[src/bfa_pkg.sv]
// Shared constants, result codes and controller/datapath handshake types for the allocator.
package bfa_pkg;

  localparam int unsigned MAX_BLOCKS_DEF = 16;
  localparam int unsigned SIZE_BITS_DEF  = 10;

  localparam int unsigned CAP_W     = 10;
  localparam int unsigned STATUS_W  = 3;
  localparam int unsigned SLOT_W    = 4;
  localparam int unsigned FREED_W   = 5;

  localparam logic [CAP_W-1:0] CAPACITY_RESET = 10'd200;

  localparam logic KIND_ALLOC = 1'b0;
  localparam logic KIND_FREE  = 1'b1;

  localparam logic [STATUS_W-1:0] ST_REUSED     = 3'd0;
  localparam logic [STATUS_W-1:0] ST_APPENDED   = 3'd1;
  localparam logic [STATUS_W-1:0] ST_NO_SPACE   = 3'd2;
  localparam logic [STATUS_W-1:0] ST_TABLE_FULL = 3'd3;
  localparam logic [STATUS_W-1:0] ST_FREE_DONE  = 3'd4;

  typedef struct packed {
    logic load;
    logic issue;
    logic commit;
  } bfa_cmd_t;

  typedef struct packed {
    logic is_free;
    logic no_space;
    logic empty;
    logic scan_last;
  } bfa_stat_t;

endpackage

[src/bfa_ctrl.sv]
// Controller state machine: accept, check, table scan, drain and commit sequencing.
module bfa_ctrl
  import bfa_pkg::*;
(
  input  logic      clk_i,
  input  logic      rst_ni,
  input  logic      start_i,
  input  bfa_stat_t stat_i,
  output bfa_cmd_t  cmd_o,
  output logic      busy_o
);

  localparam logic [2:0] S_IDLE   = 3'd0;
  localparam logic [2:0] S_CHECK  = 3'd1;
  localparam logic [2:0] S_SCAN   = 3'd2;
  localparam logic [2:0] S_DRAIN  = 3'd3;
  localparam logic [2:0] S_COMMIT = 3'd4;

  logic [2:0] state_q, state_d;

  always_comb begin
    state_d       = state_q;
    cmd_o.load    = 1'b0;
    cmd_o.issue   = 1'b0;
    cmd_o.commit  = 1'b0;
    unique case (state_q)
      S_IDLE: begin
        if (start_i) begin
          cmd_o.load = 1'b1;
          state_d    = S_CHECK;
        end
      end
      S_CHECK: begin
        if ((stat_i.no_space && !stat_i.is_free) || stat_i.empty) begin
          state_d = S_COMMIT;
        end else begin
          state_d = S_SCAN;
        end
      end
      S_SCAN: begin
        cmd_o.issue = 1'b1;
        if (stat_i.scan_last) begin
          state_d = S_DRAIN;
        end
      end
      S_DRAIN: begin
        state_d = S_COMMIT;
      end
      S_COMMIT: begin
        cmd_o.commit = 1'b1;
        state_d      = S_IDLE;
      end
      default: begin
        state_d = S_IDLE;
      end
    endcase
  end

  always_ff @(posedge clk_i or negedge rst_ni) begin
    if (!rst_ni) begin
      state_q <= S_IDLE;
    end else begin
      state_q <= state_d;
    end
  end

  assign busy_o = (state_q != S_IDLE);

endmodule

[src/bfa_datapath.sv]
// Datapath: block table memory, best-fit search, free sweep, totals and result registers.
module bfa_datapath
  import bfa_pkg::*;
#(
  parameter int unsigned MAX_BLOCKS = MAX_BLOCKS_DEF,
  parameter int unsigned SIZE_BITS  = SIZE_BITS_DEF
)(
  input  logic                 clk_i,
  input  logic                 rst_ni,
  input  bfa_cmd_t             cmd_i,
  output bfa_stat_t            stat_o,
  input  logic                 kind_i,
  input  logic [SIZE_BITS-1:0] req_size_i,
  input  logic                 cfg_we_i,
  input  logic [CAP_W-1:0]     cfg_wdata_i,
  output logic                 done_o,
  output logic [STATUS_W-1:0]  status_o,
  output logic [SLOT_W-1:0]    slot_o,
  output logic [CAP_W-1:0]     available_o,
  output logic [FREED_W-1:0]   freed_count_o
);

  localparam int unsigned IW   = $clog2(MAX_BLOCKS);
  localparam int unsigned CNTW = $clog2(MAX_BLOCKS + 1);
  localparam int unsigned CW   = ((SIZE_BITS > CAP_W) ? SIZE_BITS : CAP_W) + 1;

  logic [SIZE_BITS:0]   mem_q [MAX_BLOCKS];
  logic                 mem_we;
  logic [IW-1:0]        mem_waddr;
  logic [SIZE_BITS:0]   mem_wdata;

  logic                 kind_q;
  logic [SIZE_BITS-1:0] req_q;
  logic [CAP_W-1:0]     capacity_q;
  logic [CNTW-1:0]      count_q, count_d;
  logic [SIZE_BITS-1:0] occ_q, occ_d;
  logic [IW-1:0]        scan_idx_q;
  logic                 rd_valid_q;
  logic [IW-1:0]        rd_idx_q;
  logic [SIZE_BITS:0]   rd_data_q;
  logic                 found_q, found_d;
  logic [IW-1:0]        best_idx_q, best_idx_d;
  logic [SIZE_BITS-1:0] best_size_q, best_size_d;
  logic [CNTW-1:0]      freed_q, freed_d;

  logic                 done_q;
  logic [STATUS_W-1:0]  status_q;
  logic [IW-1:0]        slot_q;
  logic [CAP_W-1:0]     avail_q;
  logic [CNTW-1:0]      freed_out_q;

  logic                 entry_free;
  logic [SIZE_BITS-1:0] entry_size;
  logic                 no_space;
  logic                 table_full;
  logic                 alloc_ok;
  logic [STATUS_W-1:0]  res_status;
  logic [IW-1:0]        res_slot;
  logic [CNTW-1:0]      res_freed;
  logic [CW-1:0]        avail_diff;
  logic [CAP_W-1:0]     avail_next;

  assign entry_free = rd_data_q[SIZE_BITS];
  assign entry_size = rd_data_q[SIZE_BITS-1:0];
  assign no_space   = (CW'(occ_q) + CW'(req_q)) > CW'(capacity_q);
  assign table_full = (count_q == CNTW'(MAX_BLOCKS));

  assign stat_o.is_free   = (kind_q == KIND_FREE);
  assign stat_o.no_space  = no_space;
  assign stat_o.empty     = (count_q == '0);
  assign stat_o.scan_last = (CNTW'(scan_idx_q) == (count_q - CNTW'(1)));

  always_comb begin
    occ_d       = occ_q;
    count_d     = count_q;
    found_d     = found_q;
    best_idx_d  = best_idx_q;
    best_size_d = best_size_q;
    freed_d     = freed_q;
    mem_we      = 1'b0;
    mem_waddr   = rd_idx_q;
    mem_wdata   = {1'b1, entry_size};
    if (cmd_i.load) begin
      found_d = 1'b0;
      freed_d = '0;
    end
    if (rd_valid_q) begin
      if (kind_q == KIND_FREE) begin
        if (!entry_free && (entry_size == req_q)) begin
          mem_we  = 1'b1;
          occ_d   = (occ_q > req_q) ? (occ_q - req_q) : '0;
          freed_d = freed_q + CNTW'(1);
        end
      end else if (entry_free && (entry_size >= req_q) &&
                   (!found_q || (entry_size < best_size_q))) begin
        found_d     = 1'b1;
        best_idx_d  = rd_idx_q;
        best_size_d = entry_size;
      end
    end

    res_status = ST_FREE_DONE;
    res_slot   = '0;
    res_freed  = freed_q;
    alloc_ok   = 1'b0;
    if (kind_q == KIND_ALLOC) begin
      res_freed = '0;
      priority if (no_space) begin
        res_status = ST_NO_SPACE;
      end else if (found_q) begin
        res_status = ST_REUSED;
        res_slot   = best_idx_q;
        alloc_ok   = 1'b1;
      end else if (!table_full) begin
        res_status = ST_APPENDED;
        res_slot   = count_q[IW-1:0];
        alloc_ok   = 1'b1;
      end else begin
        res_status = ST_TABLE_FULL;
      end
    end

    if (cmd_i.commit && alloc_ok) begin
      mem_we    = 1'b1;
      mem_waddr = res_slot;
      mem_wdata = {1'b0, req_q};
      occ_d     = occ_q + req_q;
      if (!found_q) begin
        count_d = count_q + CNTW'(1);
      end
    end

    avail_diff = CW'(capacity_q) - CW'(occ_d);
    avail_next = (CW'(capacity_q) > CW'(occ_d)) ? avail_diff[CAP_W-1:0] : '0;
  end

  always_ff @(posedge clk_i) begin
    if (mem_we) begin
      mem_q[mem_waddr] <= mem_wdata;
    end
    rd_data_q <= mem_q[scan_idx_q];
    rd_idx_q  <= scan_idx_q;
  end

  always_ff @(posedge clk_i) begin
    if (cmd_i.load) begin
      kind_q <= kind_i;
      req_q  <= req_size_i;
    end
    best_idx_q  <= best_idx_d;
    best_size_q <= best_size_d;
    if (cmd_i.commit) begin
      status_q    <= res_status;
      slot_q      <= res_slot;
      avail_q     <= avail_next;
      freed_out_q <= res_freed;
    end
  end

  always_ff @(posedge clk_i or negedge rst_ni) begin
    if (!rst_ni) begin
      capacity_q <= CAPACITY_RESET;
      count_q    <= '0;
      occ_q      <= '0;
      scan_idx_q <= '0;
      rd_valid_q <= 1'b0;
      found_q    <= 1'b0;
      freed_q    <= '0;
      done_q     <= 1'b0;
    end else begin
      if (cfg_we_i) begin
        capacity_q <= cfg_wdata_i;
      end
      count_q    <= count_d;
      occ_q      <= occ_d;
      rd_valid_q <= cmd_i.issue;
      found_q    <= found_d;
      freed_q    <= freed_d;
      done_q     <= cmd_i.commit;
      if (cmd_i.load) begin
        scan_idx_q <= '0;
      end else if (cmd_i.issue) begin
        scan_idx_q <= scan_idx_q + IW'(1);
      end
    end
  end

  assign done_o        = done_q;
  assign status_o      = status_q;
  assign slot_o        = SLOT_W'(slot_q);
  assign available_o   = avail_q;
  assign freed_count_o = FREED_W'(freed_out_q);

  a_done_single: assert property (@(posedge clk_i) disable iff (!rst_ni)
    done_q |=> !done_q)
    else $error("result strobe held longer than one cycle");

  a_issue_in_range: assert property (@(posedge clk_i) disable iff (!rst_ni)
    cmd_i.issue |-> (CNTW'(scan_idx_q) < count_q))
    else $error("table read issued beyond block count");

  a_scan_write_free: assert property (@(posedge clk_i) disable iff (!rst_ni)
    (rd_valid_q && mem_we) |-> (kind_q == KIND_FREE))
    else $error("table written during an allocate scan");

  a_count_bound: assert property (@(posedge clk_i) disable iff (!rst_ni)
    cmd_i.commit |=> (count_q <= CNTW'(MAX_BLOCKS)))
    else $error("block count exceeds table depth");

  a_append_grows: assert property (@(posedge clk_i) disable iff (!rst_ni)
    (cmd_i.commit && (res_status == ST_APPENDED)) |=> (count_q == $past(count_q) + CNTW'(1)))
    else $error("append did not advance block count");

endmodule

[src/best_fit_block_allocator_unit.sv]
// Top level of the best-fit block allocator: controller plus table datapath.
// Sequence: accept, a check state, a scan of the N table entries held at accept, a drain
// state, then commit; a rejected allocate or an empty table skips the scan and the drain.
// A new item is taken only once the unit is idle again; the scan reads the single-port table.
// Reset clears block count, occupied total and state; capacity returns to 200.
// The result strobe lasts one cycle and the receiver cannot stall it.
module best_fit_block_allocator_unit
  import bfa_pkg::*;
#(
  parameter int unsigned MAX_BLOCKS = MAX_BLOCKS_DEF,
  parameter int unsigned SIZE_BITS  = SIZE_BITS_DEF
)(
  input  logic                 clk_i,
  input  logic                 rst_ni,
  input  logic                 start,
  output logic                 busy,
  input  logic                 kind_i,
  input  logic [SIZE_BITS-1:0] req_size_i,
  input  logic                 cfg_we_i,
  input  logic [CAP_W-1:0]     cfg_wdata_i,
  output logic                 done_o,
  output logic [STATUS_W-1:0]  status_o,
  output logic [SLOT_W-1:0]    slot_o,
  output logic [CAP_W-1:0]     available_o,
  output logic [FREED_W-1:0]   freed_count_o
);

  bfa_cmd_t  cmd;
  bfa_stat_t stat;

  bfa_ctrl u_ctrl (
    .clk_i   (clk_i),
    .rst_ni  (rst_ni),
    .start_i (start),
    .stat_i  (stat),
    .cmd_o   (cmd),
    .busy_o  (busy)
  );

  bfa_datapath #(
    .MAX_BLOCKS (MAX_BLOCKS),
    .SIZE_BITS  (SIZE_BITS)
  ) u_datapath (
    .clk_i         (clk_i),
    .rst_ni        (rst_ni),
    .cmd_i         (cmd),
    .stat_o        (stat),
    .kind_i        (kind_i),
    .req_size_i    (req_size_i),
    .cfg_we_i      (cfg_we_i),
    .cfg_wdata_i   (cfg_wdata_i),
    .done_o        (done_o),
    .status_o      (status_o),
    .slot_o        (slot_o),
    .available_o   (available_o),
    .freed_count_o (freed_count_o)
  );

endmodule
[config.mk]
export PLATFORM = sky130hd
export DESIGN_NAME = best_fit_block_allocator_unit
export DESIGN_NICKNAME = d
export VERILOG_FILES = /design/src/bfa_pkg.sv /design/src/bfa_ctrl.sv /design/src/bfa_datapath.sv /design/src/best_fit_block_allocator_unit.sv
export SDC_FILE = /design/constraint.sdc
export NUM_CORES = 1
export LEC_CHECK = 0
export BUFFER_PORTS_ARGS = -buffer_cell sky130_fd_sc_hd__buf_2
export CORE_UTILIZATION = 50
export DETAILED_ROUTE_END_ITERATION = 10
export PLACE_DENSITY = 0.69
export REMOVE_ABC_BUFFERS = 1
export SLEW_MARGIN = 20
export SYNTH_ARGS = -nofsm -noshare
export SYNTH_HDL_FRONTEND = slang
export SYNTH_SLANG_ARGS = --single-unit
[constraint.sdc]
create_clock -name clk_i -period 12.6 [get_ports clk_i]
set_clock_uncertainty 0.2 [all_clocks]
set_input_delay 2.52 -clock clk_i [delete_from_list [all_inputs] [get_ports clk_i]]
set_output_delay 2.52 -clock clk_i [all_outputs]
set_load 0.02 [all_outputs]
==> impl.org, run 1 <==
** Outcome
- The flow ran to the end, and the final reports show no timing, DRC or antenna violations.

** Place
- HPWL after detailed placement :: 18.5 mm
- Number of port buffers :: 48
- Final estimated routing congestion in global placement :: 0.877

** Setup path
- Critical path endpoint category :: flip-flop
- In this run the number of cells on the critical path is 23.
- Sequence of cells on the critical path :: inv_1 -> ha_1 -> nor2b_1 -> o21ai_0 -> nand3_1 -> a2111oi_0 -> or3_1 -> ha_1 -> a211oi_1 -> nand2_1 -> o311ai_1 -> o211a_1 -> inv_1 -> buf_4 -> nor3_1 -> nor4_1 -> ha_1 -> o21a_1 -> a21oi_1 -> o21ai_0 -> a21oi_1 -> o21ai_1 -> and3b_1
- STA puts the critical path data required time at 12.71 ns.
- Data arrival time of the critical path :: 6.92 ns
- Buffer and inverter count on the worst path :: 3
- Measured in cells, the most critical reg-to-reg path has a length of 23.
- The endpoint identified for the worst register-to-register timing path is u_datapath.available_o[5]$_SDFFCE_PP0P_.
- Among cell families on the critical path, the largest total delay comes from compound AO/OA/AOI/OAI gates.
- Crit path kind :: reg -> reg
- In this run the critical register-to-register path is launched from u_datapath.req_q[1]$_DFFE_PP_.
- Largest fanout of any net on the critical path :: 46
- Worst path most repeated cell :: sky130_fd_sc_hd__ha_1
- Worst path slowest cell :: sky130_fd_sc_hd__o211a_1
- Critical path startpoint category :: flip-flop
- In this run the register-to-register setup slack is 5.79 ns.
- Slowest stage delay, CP :: 0.68 ns

** Global route
- Total track usage :: 22.2%
- The via count of the first global-routing pass came to 7,556.
- Global-route congestion overflow total :: 0
- Wire length of the first global-routing pass :: 43.9 mm
- Entering global routing, the biggest net connects 50 pins.
- Initial antenna violation count :: 0

** Synth
- Most common flop cell mapped by yosys :: sky130_fd_sc_hd__edfxtp_1
- After synthesis, the share of flip-flops with an asynchronous set or reset is 14.4%.
- In this run, synthesis inferred 223 flip-flops with an integrated enable.
- Count of unique library cells instantiated by Yosys :: 70
- The share of synthesized area in the top cell type comes to 51.8%.
- Cell types occupying the most area after synthesis :: sky130_fd_sc_hd__edfxtp_1 (52%), sky130_fd_sc_hd__mux4_2 (9.6%), sky130_fd_sc_hd__dfrtp_1 (7.2%)
- The cell count after synthesis came out at 897.
- Mean instance size in the synthesized netlist :: 14.4 um^2
- Count of yosys warnings during synthesis :: 0
- Post-synthesis instance area :: 0.0129 mm^2
- Sequential area share after synthesis :: 61.9%
- After synthesis the netlist holds a flip-flop and latch count of 278.
- Library cell with the largest summed area after synthesis :: sky130_fd_sc_hd__edfxtp_1

** Floorplan
- From left edge to right edge, the die measures 163 um.
- 49 I/O pins were placed.
- The floorplan step defined a die boundary enclosing 0.0265 mm^2.
- Initial core utilization :: 51.1%
- Floorplan core area :: 0.0253 mm^2
- In this run the core area contains 58 standard-cell rows.
- Overall die height :: 163 um

** Route
- Wire length per cell after detailed routing :: 21.6 um
- In the routed design, unresolved DRC markers number 0.
- For this block, the initial DRC count from the detailed router was 744.
- Final routed wirelength across all metal layers :: 28.6 mm
- Count of antenna-violating nets left after detailed routing :: 0
- Via-to-Cell Ratio :: 5.85
- Via count of the routed design :: 7,740
- The pre-antenna-repair detailed-routing pass consisted of 5 iterations.

** Pwr
- The analysis attributes to cell leakage a power of 5.45 nW.
- In this run the power density over the cells is 237 mW/mm^2.
- Overall power consumption :: 0.00348 W
- Worst ir drop on vdd :: 0.236 mV

** Timing
- At the pin with the least slew margin, the transition time is 1.09 ns.
- The worst pin sits at a relative slew slack of 26.9%.
- Subtracting the final worst setup slack from the clock period gives 6.81 ns.
- Of the available clock period, the critical path in the final layout requires 54.0%.
- Maximum clock frequency :: 147 MHz
- Number of hold violations in the final report :: 0
- Setup violations remaining at the end of the flow were counted as 0.
- Setup Total Neg Slack :: 0 ns
- Setup repair after global routing left no endpoint under its margin.
- Count of final max-slew check failures :: 0

** Clock tree
- For this design, the sink count on the clock tree is 278.
- TritonCTS built the clock tree.
- Clock-pin slew was measured on the worst setup and hold paths at 0.06 ns.
- Gates resized during post-CTS repair numbered 0.
- For the worst-skew pair, the clock arrives at the later sink with an insertion delay of 0.58 ns.
- Number of buffers on the longest clock path :: 3
- In this run, post-CTS hold repair placed 0 buffers.
- Number of buffers added for setup after CTS :: 0
- H-tree depth :: 1
- In this run the clock root is driven by a sky130_fd_sc_hd__clkbuf_16.
- CTS buffer count :: 30

** Layout
- Layout overhead on the synthesized area :: 13.4%
- After the last flow step, the layout net total stands at 1,059.
- Leaving out fill and tap cells, the most frequent cell in the layout is sky130_fd_sc_hd__edfxtp_1.
- The library cells used most frequently in the layout, excluding fill and tap cells, are sky130_fd_sc_hd__edfxtp_1 (223), sky130_fd_sc_hd__nand2_1 (63), sky130_fd_sc_hd__ha_1 (63).
- Share of layout cells above drive strength 1 :: 20.4%
- The number of antenna diodes in the final layout is 0.

** Hold path
- Number of stages on the worst hold path :: 0
- The worst hold path terminates at u_datapath.best_size_q[0]$_DFFE_PP_.
- The startpoint identified for the worst hold timing path is u_datapath.rd_data_q[0]$_DFF_P_.
- Worst min-delay path category :: reg -> reg

** Flow run
- Count of maximum capacitance violations :: 0
[power by group]
group | switching (W) | internal (W)
combinational | 0.000746 | 0.000536
clock | 0.000359 | 0.000529
sequential | 0.000103 | 0.00121
[final cells by class]
class                   count  area [um^2]
fillers                  1942        10600
flip-flops and latches    278         8000
clock inverters            18          225
well taps                 330          413
inverters                  56          210
multi-input cells         531         4600
clock buffers              38          791
repair buffers             71          415
[synthesized netlist by cell type, types with 13 or more instances]
library cell,n
sky130_fd_sc_hd__ha_1,63
sky130_fd_sc_hd__xnor2_1,19
sky130_fd_sc_hd__clkbuf_1,18
sky130_fd_sc_hd__nand2_1,63
sky130_fd_sc_hd__mux4_2,55
sky130_fd_sc_hd__a21oi_1,24
sky130_fd_sc_hd__nor2_1,50
sky130_fd_sc_hd__dfxtp_1,15
sky130_fd_sc_hd__inv_1,55
sky130_fd_sc_hd__dfrtp_1,37
sky130_fd_sc_hd__edfxtp_1,223
sky130_fd_sc_hd__o21ai_0,48
sky130_fd_sc_hd__nor3_1,16
sky130_fd_sc_hd__nand3_1,13
[sequential cells by signal (all words and copies together), names as in the netlist]
signal and cells:
u_datapath.rd_idx_q 4, u_datapath.best_size_q 10, u_datapath.status_o 3, u_datapath.capacity_q 10, u_datapath.available_o 10, u_ctrl.state_q 3, u_datapath.found_q 1, u_datapath.done_o 1
u_datapath.rd_data_q 11, u_datapath.mem_q 176, u_datapath.count_q 5, u_datapath.best_idx_q 4, u_datapath.freed_count_o 5, u_datapath.slot_o 4, u_datapath.rd_valid_q 1, u_datapath.kind_q 1
u_datapath.freed_q 5, u_datapath.req_q 10, u_datapath.occ_q 10, u_datapath.scan_idx_q 4
[how the worst max path moves through the flow]
stage / start / end / slack (ns)
after floorplan: u_datapath.req_q[0]$_DFFE_PP_ / u_datapath.available_o[5]$_SDFFCE_PP0P_ / 6.34
after global placement: u_datapath.req_q[0]$_DFFE_PP_ / u_datapath.available_o[5]$_SDFFCE_PP0P_ / 6.11
after detailed placement: u_datapath.req_q[1]$_DFFE_PP_ / u_datapath.available_o[5]$_SDFFCE_PP0P_ / 5.95
after CTS: u_datapath.req_q[1]$_DFFE_PP_ / u_datapath.available_o[5]$_SDFFCE_PP0P_ / 5.91
after global routing: u_datapath.req_q[1]$_DFFE_PP_ / u_datapath.available_o[4]$_SDFFCE_PP0P_ / 5.14
final: u_datapath.req_q[1]$_DFFE_PP_ / u_datapath.available_o[5]$_SDFFCE_PP0P_ / 5.79
[metrics by stage]
stage	setup WS [ns]	cells	instance area, um^2	util (%)	hold slack, ns
floorplan	6.34	865	12800	-	0.221
detailed placement	5.95	1266	13600	54.0	0.274
finish	5.79	1322	14700	58.0	0.294
global placement	6.11	1266	13600	54.0	0.271
CTS	5.91	1322	14700	58.0	0.306
global route	5.14	1322	14700	58.0	0.324
[per-layer routing]
layer	track usage, %	up-vias	wire (um)
met1	30.8	3827	12400
met4	8.20	0	1010
met3	3.11	69	1640
li1	-	3572	-
met5	0	-	0
met2	35.6	272	13500
[cell families after synthesis]
logic type | after synthesis | share of synthesized area, %
adder cells (fa/ha/maj) | 66 | 6.57
AO/OA/AOI/OAI | 152 | 7.87
AND/OR/NAND/NOR | 219 | 8.49
flip-flops | 278 | 61.9
buffers and inverters | 88 | 2.72
XOR/XNOR | 27 | 1.83
multiplexers | 67 | 10.6
(Power assumes the default switching activity.)
==> inputs of run 2 (changes only) <==
--- a/config.mk
+++ b/config.mk
@@ -5,6 +5,7 @@
 export SDC_FILE = /design/constraint.sdc
 export NUM_CORES = 1
 export LEC_CHECK = 0
+export ABC_AREA = 1
 export BUFFER_PORTS_ARGS = -buffer_cell sky130_fd_sc_hd__buf_2
 export CORE_UTILIZATION = 50
 export DETAILED_ROUTE_END_ITERATION = 10
==> constraint.sdc (replaced) <==
create_clock -name clk_i -period 7 [get_ports clk_i]
set_clock_uncertainty 0.2 [all_clocks]
set_input_delay 1.4 -clock clk_i [delete_from_list [all_inputs] [get_ports clk_i]]
set_output_delay 1.4 -clock clk_i [all_outputs]
set_load 0.02 [all_outputs]
==> impl.org, run 2 <==
** Setup path
- Largest delay contributor family on the critical path :: simple AND/OR/NAND/NOR gates (was compound AO/OA/AOI/OAI gates)
- Worst path slowest cell :: sky130_fd_sc_hd__nand4_4 (was sky130_fd_sc_hd__o211a_1)
- The maximum fanout along the worst path came to 62 (was 46).
- Critical path startpoint category :: flip-flop (unchanged)
- Number of gates on the worst path with buffers counted :: 29 (was 23)
- The worst setup path category is reg -> reg (unchanged).
- The data required time at the worst endpoint was 7.08 ns (was 12.71 ns).
- The delay of the slowest cell on the worst path was 0.67 ns (was 0.68 ns).
- Worst path most repeated cell :: sky130_fd_sc_hd__nand2_1 (was sky130_fd_sc_hd__ha_1)
- The count of cells along the worst register-to-register path is 29 (was 23).
- The category of the worst setup path capture point is a flip-flop (unchanged).
- The buffering stage count on the worst path with inverters included was 4 (was 3).
- Data arrival time of the critical path :: 6.04 ns (was 6.92 ns)

** Floorplan
- The initial standard-cell utilization of the core was 50.9% (was 51.1%).
- The standard cell core area is 0.0261 mm^2 (was 0.0253 mm^2).
- The boundary pin count is 49 (unchanged).
- Overall die height :: 165 um (was 163 um)
- The count of standard-cell rows is 59 (was 58).
- Die area :: 0.0272 mm^2 (was 0.0265 mm^2)
- Die Width :: 165 um (was 163 um)

** Clock tree
- Clock-pin transition on the worst setup and hold timing paths :: 0.07 ns (was 0.06 ns)
- Quantity of gates resized following cts :: 0 (unchanged)
- The total CTS buffers is 29 (was 30).
- TritonCTS clock tree :: yes (unchanged)
- The count of buffers added by post-CTS timing repair for setup is 0 (unchanged).
- The buffer type at the clock tree root is sky130_fd_sc_hd__clkbuf_16 (unchanged).
- The depth of the CTS H-tree came to 1 (unchanged).
- Skew-Pair Late Insertion Delay :: 0.56 ns (was 0.58 ns)
- The number of buffers inserted for hold repair after clock tree synthesis came to 0 (unchanged).
- Number of buffers on the longest clock path :: 3 (unchanged)
- Clock Sink Count :: 278 (unchanged)

** Synth
- Most frequent cells after synthesis :: sky130_fd_sc_hd__edfxtp_1 (223), sky130_fd_sc_hd__nand2_1 (165), sky130_fd_sc_hd__inv_1 (157) (was sky130_fd_sc_hd__edfxtp_1 (223), sky130_fd_sc_hd__ha_1 (63), sky130_fd_sc_hd__nand2_1 (63))
- Count of unique library cells instantiated by Yosys :: 50 (was 70)
- Share of flip-flops with an asynchronous set or reset :: 14.4% (unchanged)
- The mean cell area of the mapped netlist is 11.0 um^2 (was 14.4 um^2).
- Library cell with the largest summed area after synthesis :: sky130_fd_sc_hd__edfxtp_1 (unchanged)
- The top cell type's share of synthesized area came to 50.5% (was 51.8%).
- The sequential fraction of the synthesis area was 60.3% (was 61.9%).
- Library cell with the highest instance count after synthesis :: sky130_fd_sc_hd__edfxtp_1 (unchanged)
- Cell types occupying the most area after synthesis: sky130_fd_sc_hd__edfxtp_1 (50%), sky130_fd_sc_hd__dfrtp_1 (7.0%), sky130_fd_sc_hd__ha_1 (5.9%) (was sky130_fd_sc_hd__edfxtp_1 (52%), sky130_fd_sc_hd__mux4_2 (9.6%), sky130_fd_sc_hd__dfrtp_1 (7.2%)).
- The Yosys warning count came to 0 (unchanged).
- The count of flip-flops with a built-in enable after synthesis is 223 (unchanged).
- Register bit count reported by yosys :: 278 (unchanged)
- The cell area after synthesis was 0.0133 mm^2 (was 0.0129 mm^2).
- Post-synthesis cell count :: 1,210 (was 897)
- The top flip-flop cell by instance count after synthesis is sky130_fd_sc_hd__edfxtp_1 (unchanged).

** Timing
- Final worst-path cycle share :: 85.1% (was 54.0%)
- The number of setup violations in the final report is 0 (unchanged).
- The number of hold-slack violations in the final timing report is 0 (unchanged).
- Unrepaired setup endpoints after global routing :: no (unchanged)
- The worst-case setup margin in the final layout was 1.04 ns (was 5.79 ns).
- Relative slew slack :: 31.4% (was 26.9%)
- The slew at the pin closest to its max-slew limit is 1.03 ns (was 1.09 ns).
- Count of final max-slew check failures :: 0 (unchanged)
- The time the final worst path needs with I/O delays and setup is 5.96 ns (was 6.81 ns).
- Setup Total Neg Slack :: 0 ns (unchanged)
- Maximum clock frequency :: 168 MHz (was 147 MHz)

** Global route
- The wire length of the first global-routing pass came to 46.4 mm (was 43.9 mm).
- The total congestion overflow was 0 (unchanged).
- Largest net degree at the start of global routing :: 83 (was 50)
- The initial antenna violation count is 0 (unchanged).
- The global-route usage over all layers came to 22.6% (was 22.2%).
- The via count of the first global-routing pass was 8,639 (was 7,556).

** Route
- The routed via count is 9,026 (was 7,740).
- The DRC marker count from the first detailed-route iteration came to 754 (was 744).
- The residual DRC count was 0 (unchanged).
- The final routed wire length divided by cell count came to 18.6 um (was 21.6 um).
- Final routed wirelength across all metal layers :: 30.2 mm (was 28.6 mm)
- Count of antenna-violating nets left after detailed routing :: 0 (unchanged)
- The average via count per standard cell is 5.55 (was 5.85).
- Iteration count of the initial detailed-routing pass :: 6 (was 5)

** Layout
- Largest registers in the final layout :: u_datapath.mem_q (176), u_datapath.rd_data_q (11) (unchanged)
- Utilization after layout :: 57.3% (was 58.0%)
- The register with the most flip-flops is u_datapath.mem_q (unchanged).
- The most common cell after layout, fill and taps aside is sky130_fd_sc_hd__edfxtp_1 (unchanged).
- The layout-stage area growth over the synthesis result came to 12.5% (was 13.4%).
- The number of diodes added for antenna fixing came to 0 (unchanged).
- Flip-flop count of the largest register, all copies and words added :: 176 (unchanged)
- The proportion of layout cells with a drive suffix above 1 is 12.1% (was 20.4%).
- # fillers :: 2,137 (was 1,942)
- Top library cells by usage in the layout, fill and taps aside: sky130_fd_sc_hd__edfxtp_1 (223), sky130_fd_sc_hd__nand2_1 (165), sky130_fd_sc_hd__inv_1 (157) (was sky130_fd_sc_hd__edfxtp_1 (223), sky130_fd_sc_hd__nand2_1 (63), sky130_fd_sc_hd__ha_1 (63)).
- Total number of nets in the final design :: 1,359 (was 1,059)

** Hold path
- The cell depth of the worst hold path came to 0 (unchanged).
- Worst min-delay path category :: reg -> reg (unchanged)

** Outcome
- Run status: complete, no violations (unchanged).

** Place
- The estimated wirelength of the detail-placed design came to 19.6 mm (was 18.5 mm).
- Post-Place Worst Slack :: 1.13 ns (was 5.95 ns)
- Number of port buffers :: 48 (unchanged)
- The final RePlAce weighted congestion was 0.919 (was 0.877).

** Pwr
- The worst ir drop on vdd is 0.351 mV (was 0.236 mV).
- The power density over the cells was 420 mW/mm^2 (was 237 mW/mm^2).
- The power consumption is 0.00627 W (was 0.00348 W).
- The leakage dissipation came to 6.02 nW (was 5.45 nW).

** Flow run
- The number of maximum-capacitance constraint violations is 0 (unchanged).
[run 2: cell count changes in the layout (fill, tap and decap cells not counted), sizes merged, moves of 10 or more]
cell    before  now
xnor2       19    7
a21oi       24   80
o21ai       51  106
nor2        50   71
inv         57  164
and2        12    0
nand3       13   54
mux4        55    0
xor2         8   18
nand2       63  173
o211ai       2   45
mux2i        6   46
[run 2: final timing paths]
path | startpoint | endpoint | slack, ns
setup / recovery | u_datapath.req_q[2]$_DFFE_PP_ | u_datapath.available_o[8]$_SDFFCE_PP0P_ | 1.04
hold / removal | u_datapath.rd_data_q[0]$_DFF_P_ | u_datapath.best_size_q[0]$_DFFE_PP_ | 0.25
setup reg to reg | u_datapath.req_q[2]$_DFFE_PP_ | u_datapath.available_o[8]$_SDFFCE_PP0P_ | 1.04
hold reg to reg | u_datapath.rd_data_q[0]$_DFF_P_ | u_datapath.best_size_q[0]$_DFFE_PP_ | 0.25
max in group asynchronous | rst_ni | u_datapath.scan_idx_q[0]$_DFFE_PN0P_ | 5.47
min in group asynchronous | rst_ni | u_datapath.occ_q[5]$_DFF_PN0_ | 0.71
[run 2: routing by layer]
layer	global-route usage, %	vias to the layer above	part of all wire [%]
li1	-	4340	-
met1	29.2	4324	43
met2	38.0	289	48
met3	3.29	73	5.1
met4	9.76	0	4.1
met5	0	-	0
[run 2: report_power, final]
part / switching, W / total [W] / internal [W]
Clock: 0.000654 / 0.00158 / 0.000925
Combinational: 0.00150 / 0.00231 / 0.000812
Sequential: 0.000206 / 0.00237 / 0.00217
[run 2: metrics by stage]
| stage | std cells | hold WS [ns] | cell area [um^2] |
|---|---|---|---|
| 2_1_floorplan | 1168 | 0.208 | 13100 |
| 3_3_place_gp | 1572 | 0.235 | 13900 |
| 3_5_place_dp | 1572 | 0.233 | 13900 |
| 4_1_cts | 1626 | 0.252 | 14900 |
| 5_1_grt | 1626 | 0.270 | 14900 |
| 6_report | 1626 | 0.248 | 14900 |
[run 2: cells by family (layout without fill, tap and decap cells)]
family / Yosys count / count (layout) / synth area share, %
AOI/OAI and AO/OA: 257 / 257 / 11.2
xor gates and xnor gates: 25 / 25 / 1.65
adders and majority gates: 66 / 66 / 6.39
buffers and inverters: 205 / 286 / 6.04
DFF: 278 / 278 / 60.3
muxes: 46 / 46 / 3.47
and+or+nand+nor: 333 / 333 / 11.0
[run 2: area by class of cell]
cell class | count | area [um^2] | area share [%]
sequential | 278 | 8010 | 53.7
multi-input combinational | 727 | 4500 | 30.2
clock buffer | 40 | 807 | 5.41
inverter | 163 | 612 | 4.10
tap | 335 | 419 | 2.81
timing repair buffer | 69 | 398 | 2.67
clock inverter | 14 | 180 | 1.21
==> inputs of run 3 (changes only) <==
--- a/config.mk
+++ b/config.mk
@@ -6,10 +6,11 @@
 export NUM_CORES = 1
 export LEC_CHECK = 0
 export ABC_AREA = 1
-export BUFFER_PORTS_ARGS = -buffer_cell sky130_fd_sc_hd__buf_2
-export CORE_UTILIZATION = 50
+export BUFFER_PORTS_ARGS = -buffer_cell sky130_fd_sc_hd__buf_4
+export CORE_ASPECT_RATIO = 1.5
+export CORE_UTILIZATION = 30
 export DETAILED_ROUTE_END_ITERATION = 10
-export PLACE_DENSITY = 0.69
+export PLACE_DENSITY = 0.47
 export REMOVE_ABC_BUFFERS = 1
 export SLEW_MARGIN = 20
 export SYNTH_ARGS = -nofsm -noshare
==> impl.org, run 3 (same netlist as run 2, synthesis figures left out) <==
** Floorplan
- IO Count :: 49 (unchanged)
- Row cnt :: 94 (was 59)
- The area enclosed by the die boundary came to 0.0451 mm^2 (was 0.0272 mm^2).
- Floorplan core area :: 0.0438 mm^2 (was 0.0261 mm^2)
- The initial standard-cell utilization of the core is 30.3% (was 50.9%).
- Die Width :: 174 um (was 165 um)
- Overall die height :: 260 um (was 165 um)

** Place
- The count of input and output buffers is 48 (unchanged).
- The post-placement worst setup slack is 1.10 ns (was 1.13 ns).
- The instance area after placement is 0.0144 mm^2 (was 0.0139 mm^2).
- The estimated wirelength of the detail-placed design is 24.4 mm (was 19.6 mm).
- The final RePlAce weighted congestion was 0.957 (was 0.919).

** Clock tree
- Skew-Pair Late Insertion Delay :: 0.57 ns (was 0.56 ns)
- The depth of the CTS H-tree is 1 (unchanged).
- The buffer type at the clock tree root is sky130_fd_sc_hd__clkbuf_16 (unchanged).
- The maximum buffer depth of the clock tree was 3 (unchanged).
- Post-CTS Hold Fix Bufs :: 0 (unchanged)
- TritonCTS clock tree :: yes (unchanged)
- Clock-pin transition on the worst setup and hold timing paths :: 0.06 ns (was 0.07 ns)
- The clock sink count came to 278 (unchanged).
- The quantity of gates resized following cts was 0 (unchanged).
- Number of buffers added for setup after CTS :: 0 (unchanged)
- The total CTS buffers came to 28 (was 29).

** Route
- The routed via count came to 8,866 (was 9,026).
- Iteration count of the initial detailed-routing pass :: 5 (was 6)
- DRC :: 0 (unchanged)
- The final routed wire length divided by cell count was 18.5 um (was 18.6 um).
- Detailed Route Iter0 Violations :: 498 (was 754)
- The detailed-route wire length was 34.6 mm (was 30.2 mm).
- Via-to-Cell Ratio :: 4.74 (was 5.55)
- Count of antenna-violating nets left after detailed routing :: 0 (unchanged)

** Hold path
- Min-delay src :: u_datapath.rd_data_q[0]$_DFF_P_ (unchanged)
- Worst min-delay path category :: reg -> reg (unchanged)
- Worst min-delay path endpoint :: u_datapath.best_size_q[0]$_DFFE_PP_ (unchanged)
- The cell depth of the worst hold path was 0 (unchanged).

** Timing
- Maximum clock frequency :: 170 MHz (was 168 MHz)
- The worst-case setup margin in the final layout was 1.11 ns (was 1.04 ns).
- The final count of pins violating max slew is 0 (unchanged).
- Number of hold violations in the final report :: 0 (unchanged)
- The slew at the pin closest to its max-slew limit is 1.09 ns (was 1.03 ns).
- The number of setup violations in the final report was 0 (unchanged).
- Final worst-path cycle share :: 84.1% (was 85.1%)
- Clock period minus final worst setup slack :: 5.89 ns (was 5.96 ns)
- The total negative setup slack was 0 ns (unchanged).
- Relative slew slack :: 27.4% (was 31.4%)
- Unrepaired setup endpoints after global routing: no (unchanged).

** Layout
- Largest registers in the final layout: u_datapath.mem_q (176), u_datapath.rd_data_q (11) (unchanged).
- The number of diodes added for antenna fixing is 0 (unchanged).
- Top library cells by usage in the layout, fill and taps aside: sky130_fd_sc_hd__edfxtp_1 (223), sky130_fd_sc_hd__nand2_1 (165), sky130_fd_sc_hd__inv_1 (157) (unchanged).
- Flip-flop count of the largest register, all copies and words added :: 176 (unchanged)
- The total number of nets in the final design is 1,365 (was 1,359).
- Share of layout cells above drive strength 1 :: 11.6% (was 12.1%)
- The layout-stage area growth over the synthesis result came to 15.3% (was 12.5%).
- The register with the most flip-flops is u_datapath.mem_q (unchanged).
- The final design area excluding fillers is 0.0153 mm^2 (was 0.0149 mm^2).
- Area of the multi-input gates :: 0.00449 mm^2 (was 0.00450 mm^2)
- The total of fill cells in the finished design was 4,402 (was 2,137).
- Most common cell after layout, fill and taps aside :: sky130_fd_sc_hd__edfxtp_1 (unchanged)
- The final core area utilization is 35.0% (was 57.3%).
- The register area is 0.00801 mm^2 (unchanged).

** Flow run
- The number of maximum-capacitance constraint violations came to 0 (unchanged).

** Setup path
- Length in cells of the worst reg-to-reg path :: 19 (was 29)
- Critical path data required time :: 7.07 ns (was 7.08 ns)
- The critical path arrival is 5.95 ns (was 6.04 ns).
- The critical path goes through ha_1 -> fa_1 -> nand4_1 -> nand3_2 -> a31oi_1 -> xor2_1 -> ha_1 -> a21o_1 -> a21oi_1 -> nand2_1 -> nand2_1 -> nand4_4 -> inv_2 -> nand2_1 -> and3_1 -> ha_1 -> nand2_1 -> o41ai_2 -> nor2_1.
- Crit path kind :: reg -> reg (unchanged)
- The kind of cell adding the most delay to the critical path is simple AND/OR/NAND/NOR gates (unchanged).
- Buffer and inverter count on the worst path :: 1 (was 4)
- Critical path endpoint category :: flip-flop (unchanged)
- Worst path slowest cell :: sky130_fd_sc_hd__o41ai_2 (was sky130_fd_sc_hd__nand4_4)
- Worst path most repeated cell :: sky130_fd_sc_hd__nand2_1 (unchanged)
- Slowest stage delay, CP :: 0.88 ns (was 0.67 ns)
- Startpoint of the lowest-slack register-to-register path :: u_datapath.req_q[0]$_DFFE_PP_ (was u_datapath.req_q[2]$_DFFE_PP_)
- RR Endpoint :: u_datapath.available_o[8]$_SDFFCE_PP0P_ (unchanged)
- Worst reg-to-reg setup slack :: 1.11 ns (was 1.04 ns)
- Critical path startpoint category :: flip-flop (unchanged)
- Largest fanout of any net on the critical path :: 45 (was 62)

** Pwr
- The power density over the cells is 411 mW/mm^2 (was 420 mW/mm^2).
- The power consumption was 0.00630 W (was 0.00627 W).
- The leakage dissipation was 6.07 nW (was 6.02 nW).
- The worst ir drop on vdd is 0.168 mV (was 0.351 mV).

** Global route
- The initial antenna violation count came to 0 (unchanged).
- The via count of the first global-routing pass was 9,020 (was 8,639).
- Total track usage :: 15.6% (was 22.6%)
- The total congestion overflow was 0 (unchanged).
- Largest net degree at the start of global routing :: 82 (was 83)
- Wire length of the first global-routing pass :: 53.1 mm (was 46.4 mm)

** Outcome
- Run status :: complete, no violations (unchanged)
==> run 3: cell types whose count changed in the layout (fill, tap and decap cells not counted), moves of 3 or more <==
| cell | previous run | this run |
|---|---|---|
| sky130_fd_sc_hd__nor2_2 | 15 | 4 |
| sky130_fd_sc_hd__o21ai_0 | 99 | 91 |
| sky130_fd_sc_hd__buf_2 | 48 | 0 |
| sky130_fd_sc_hd__o21ai_2 | 0 | 4 |
| sky130_fd_sc_hd__clkbuf_1 | 7 | 12 |
| sky130_fd_sc_hd__nor2_1 | 55 | 66 |
| sky130_fd_sc_hd__clkbuf_8 | 4 | 1 |
| sky130_fd_sc_hd__buf_4 | 21 | 76 |
| sky130_fd_sc_hd__o21ai_1 | 7 | 11 |
==> run 3: worst max path at each step <==
stage | cells after the start | endpoint | start | slack [ns]
after global routing | 26 | u_datapath.available_o[7]$_SDFFCE_PP0P_ | u_datapath.req_q[2]$_DFFE_PP_ | 0.55
after CTS | 19 | u_datapath.available_o[7]$_SDFFCE_PP0P_ | u_datapath.req_q[0]$_DFFE_PP_ | 1.08
final | 19 | u_datapath.available_o[8]$_SDFFCE_PP0P_ | u_datapath.req_q[0]$_DFFE_PP_ | 1.11
after detailed placement | 19 | u_datapath.available_o[7]$_SDFFCE_PP0P_ | u_datapath.req_q[0]$_DFFE_PP_ | 1.10
after floorplan | 11 | u_datapath.available_o[7]$_SDFFCE_PP0P_ | u_ctrl.state_q[1]$_DFFE_PN0P_ | 1.93
after global placement | 26 | u_datapath.available_o[7]$_SDFFCE_PP0P_ | u_datapath.req_q[6]$_DFFE_PP_ | 1.14
==> run 3: stage by stage <==
step,std cells,hold slack [ns]
after global placement,1820,0.223
after detailed placement,1820,0.234
after floorplan,1168,0.208
after global routing,1872,0.264
after CTS,1872,0.249
final,1872,0.248
==> run 3: layer usage <==
layer	part of all wire, %	global-route usage [%]
met1	38	16.6
met2	56	31.0
met3	3.0	1.82
met4	3.2	5.82
met5	0	0
==> run 3: layout make-up <==
class                   count  area share, %
clock buffers              41           4.96
clock inverters            11          0.949
inverters                 163           4.00
multi-input cells         727           29.3
flip-flops and latches    278           52.3
well taps                 576           4.71
repair buffers             76           3.73
==> run 3: where the power goes <==
part / switching, W / total [W] / internal, W
logic: 0.00159 / 0.00242 / 0.000825
clock network: 0.000631 / 0.00150 / 0.000864
registers: 0.000212 / 0.00238 / 0.00217
total: 0.00243 / 0.00630 / 0.00386
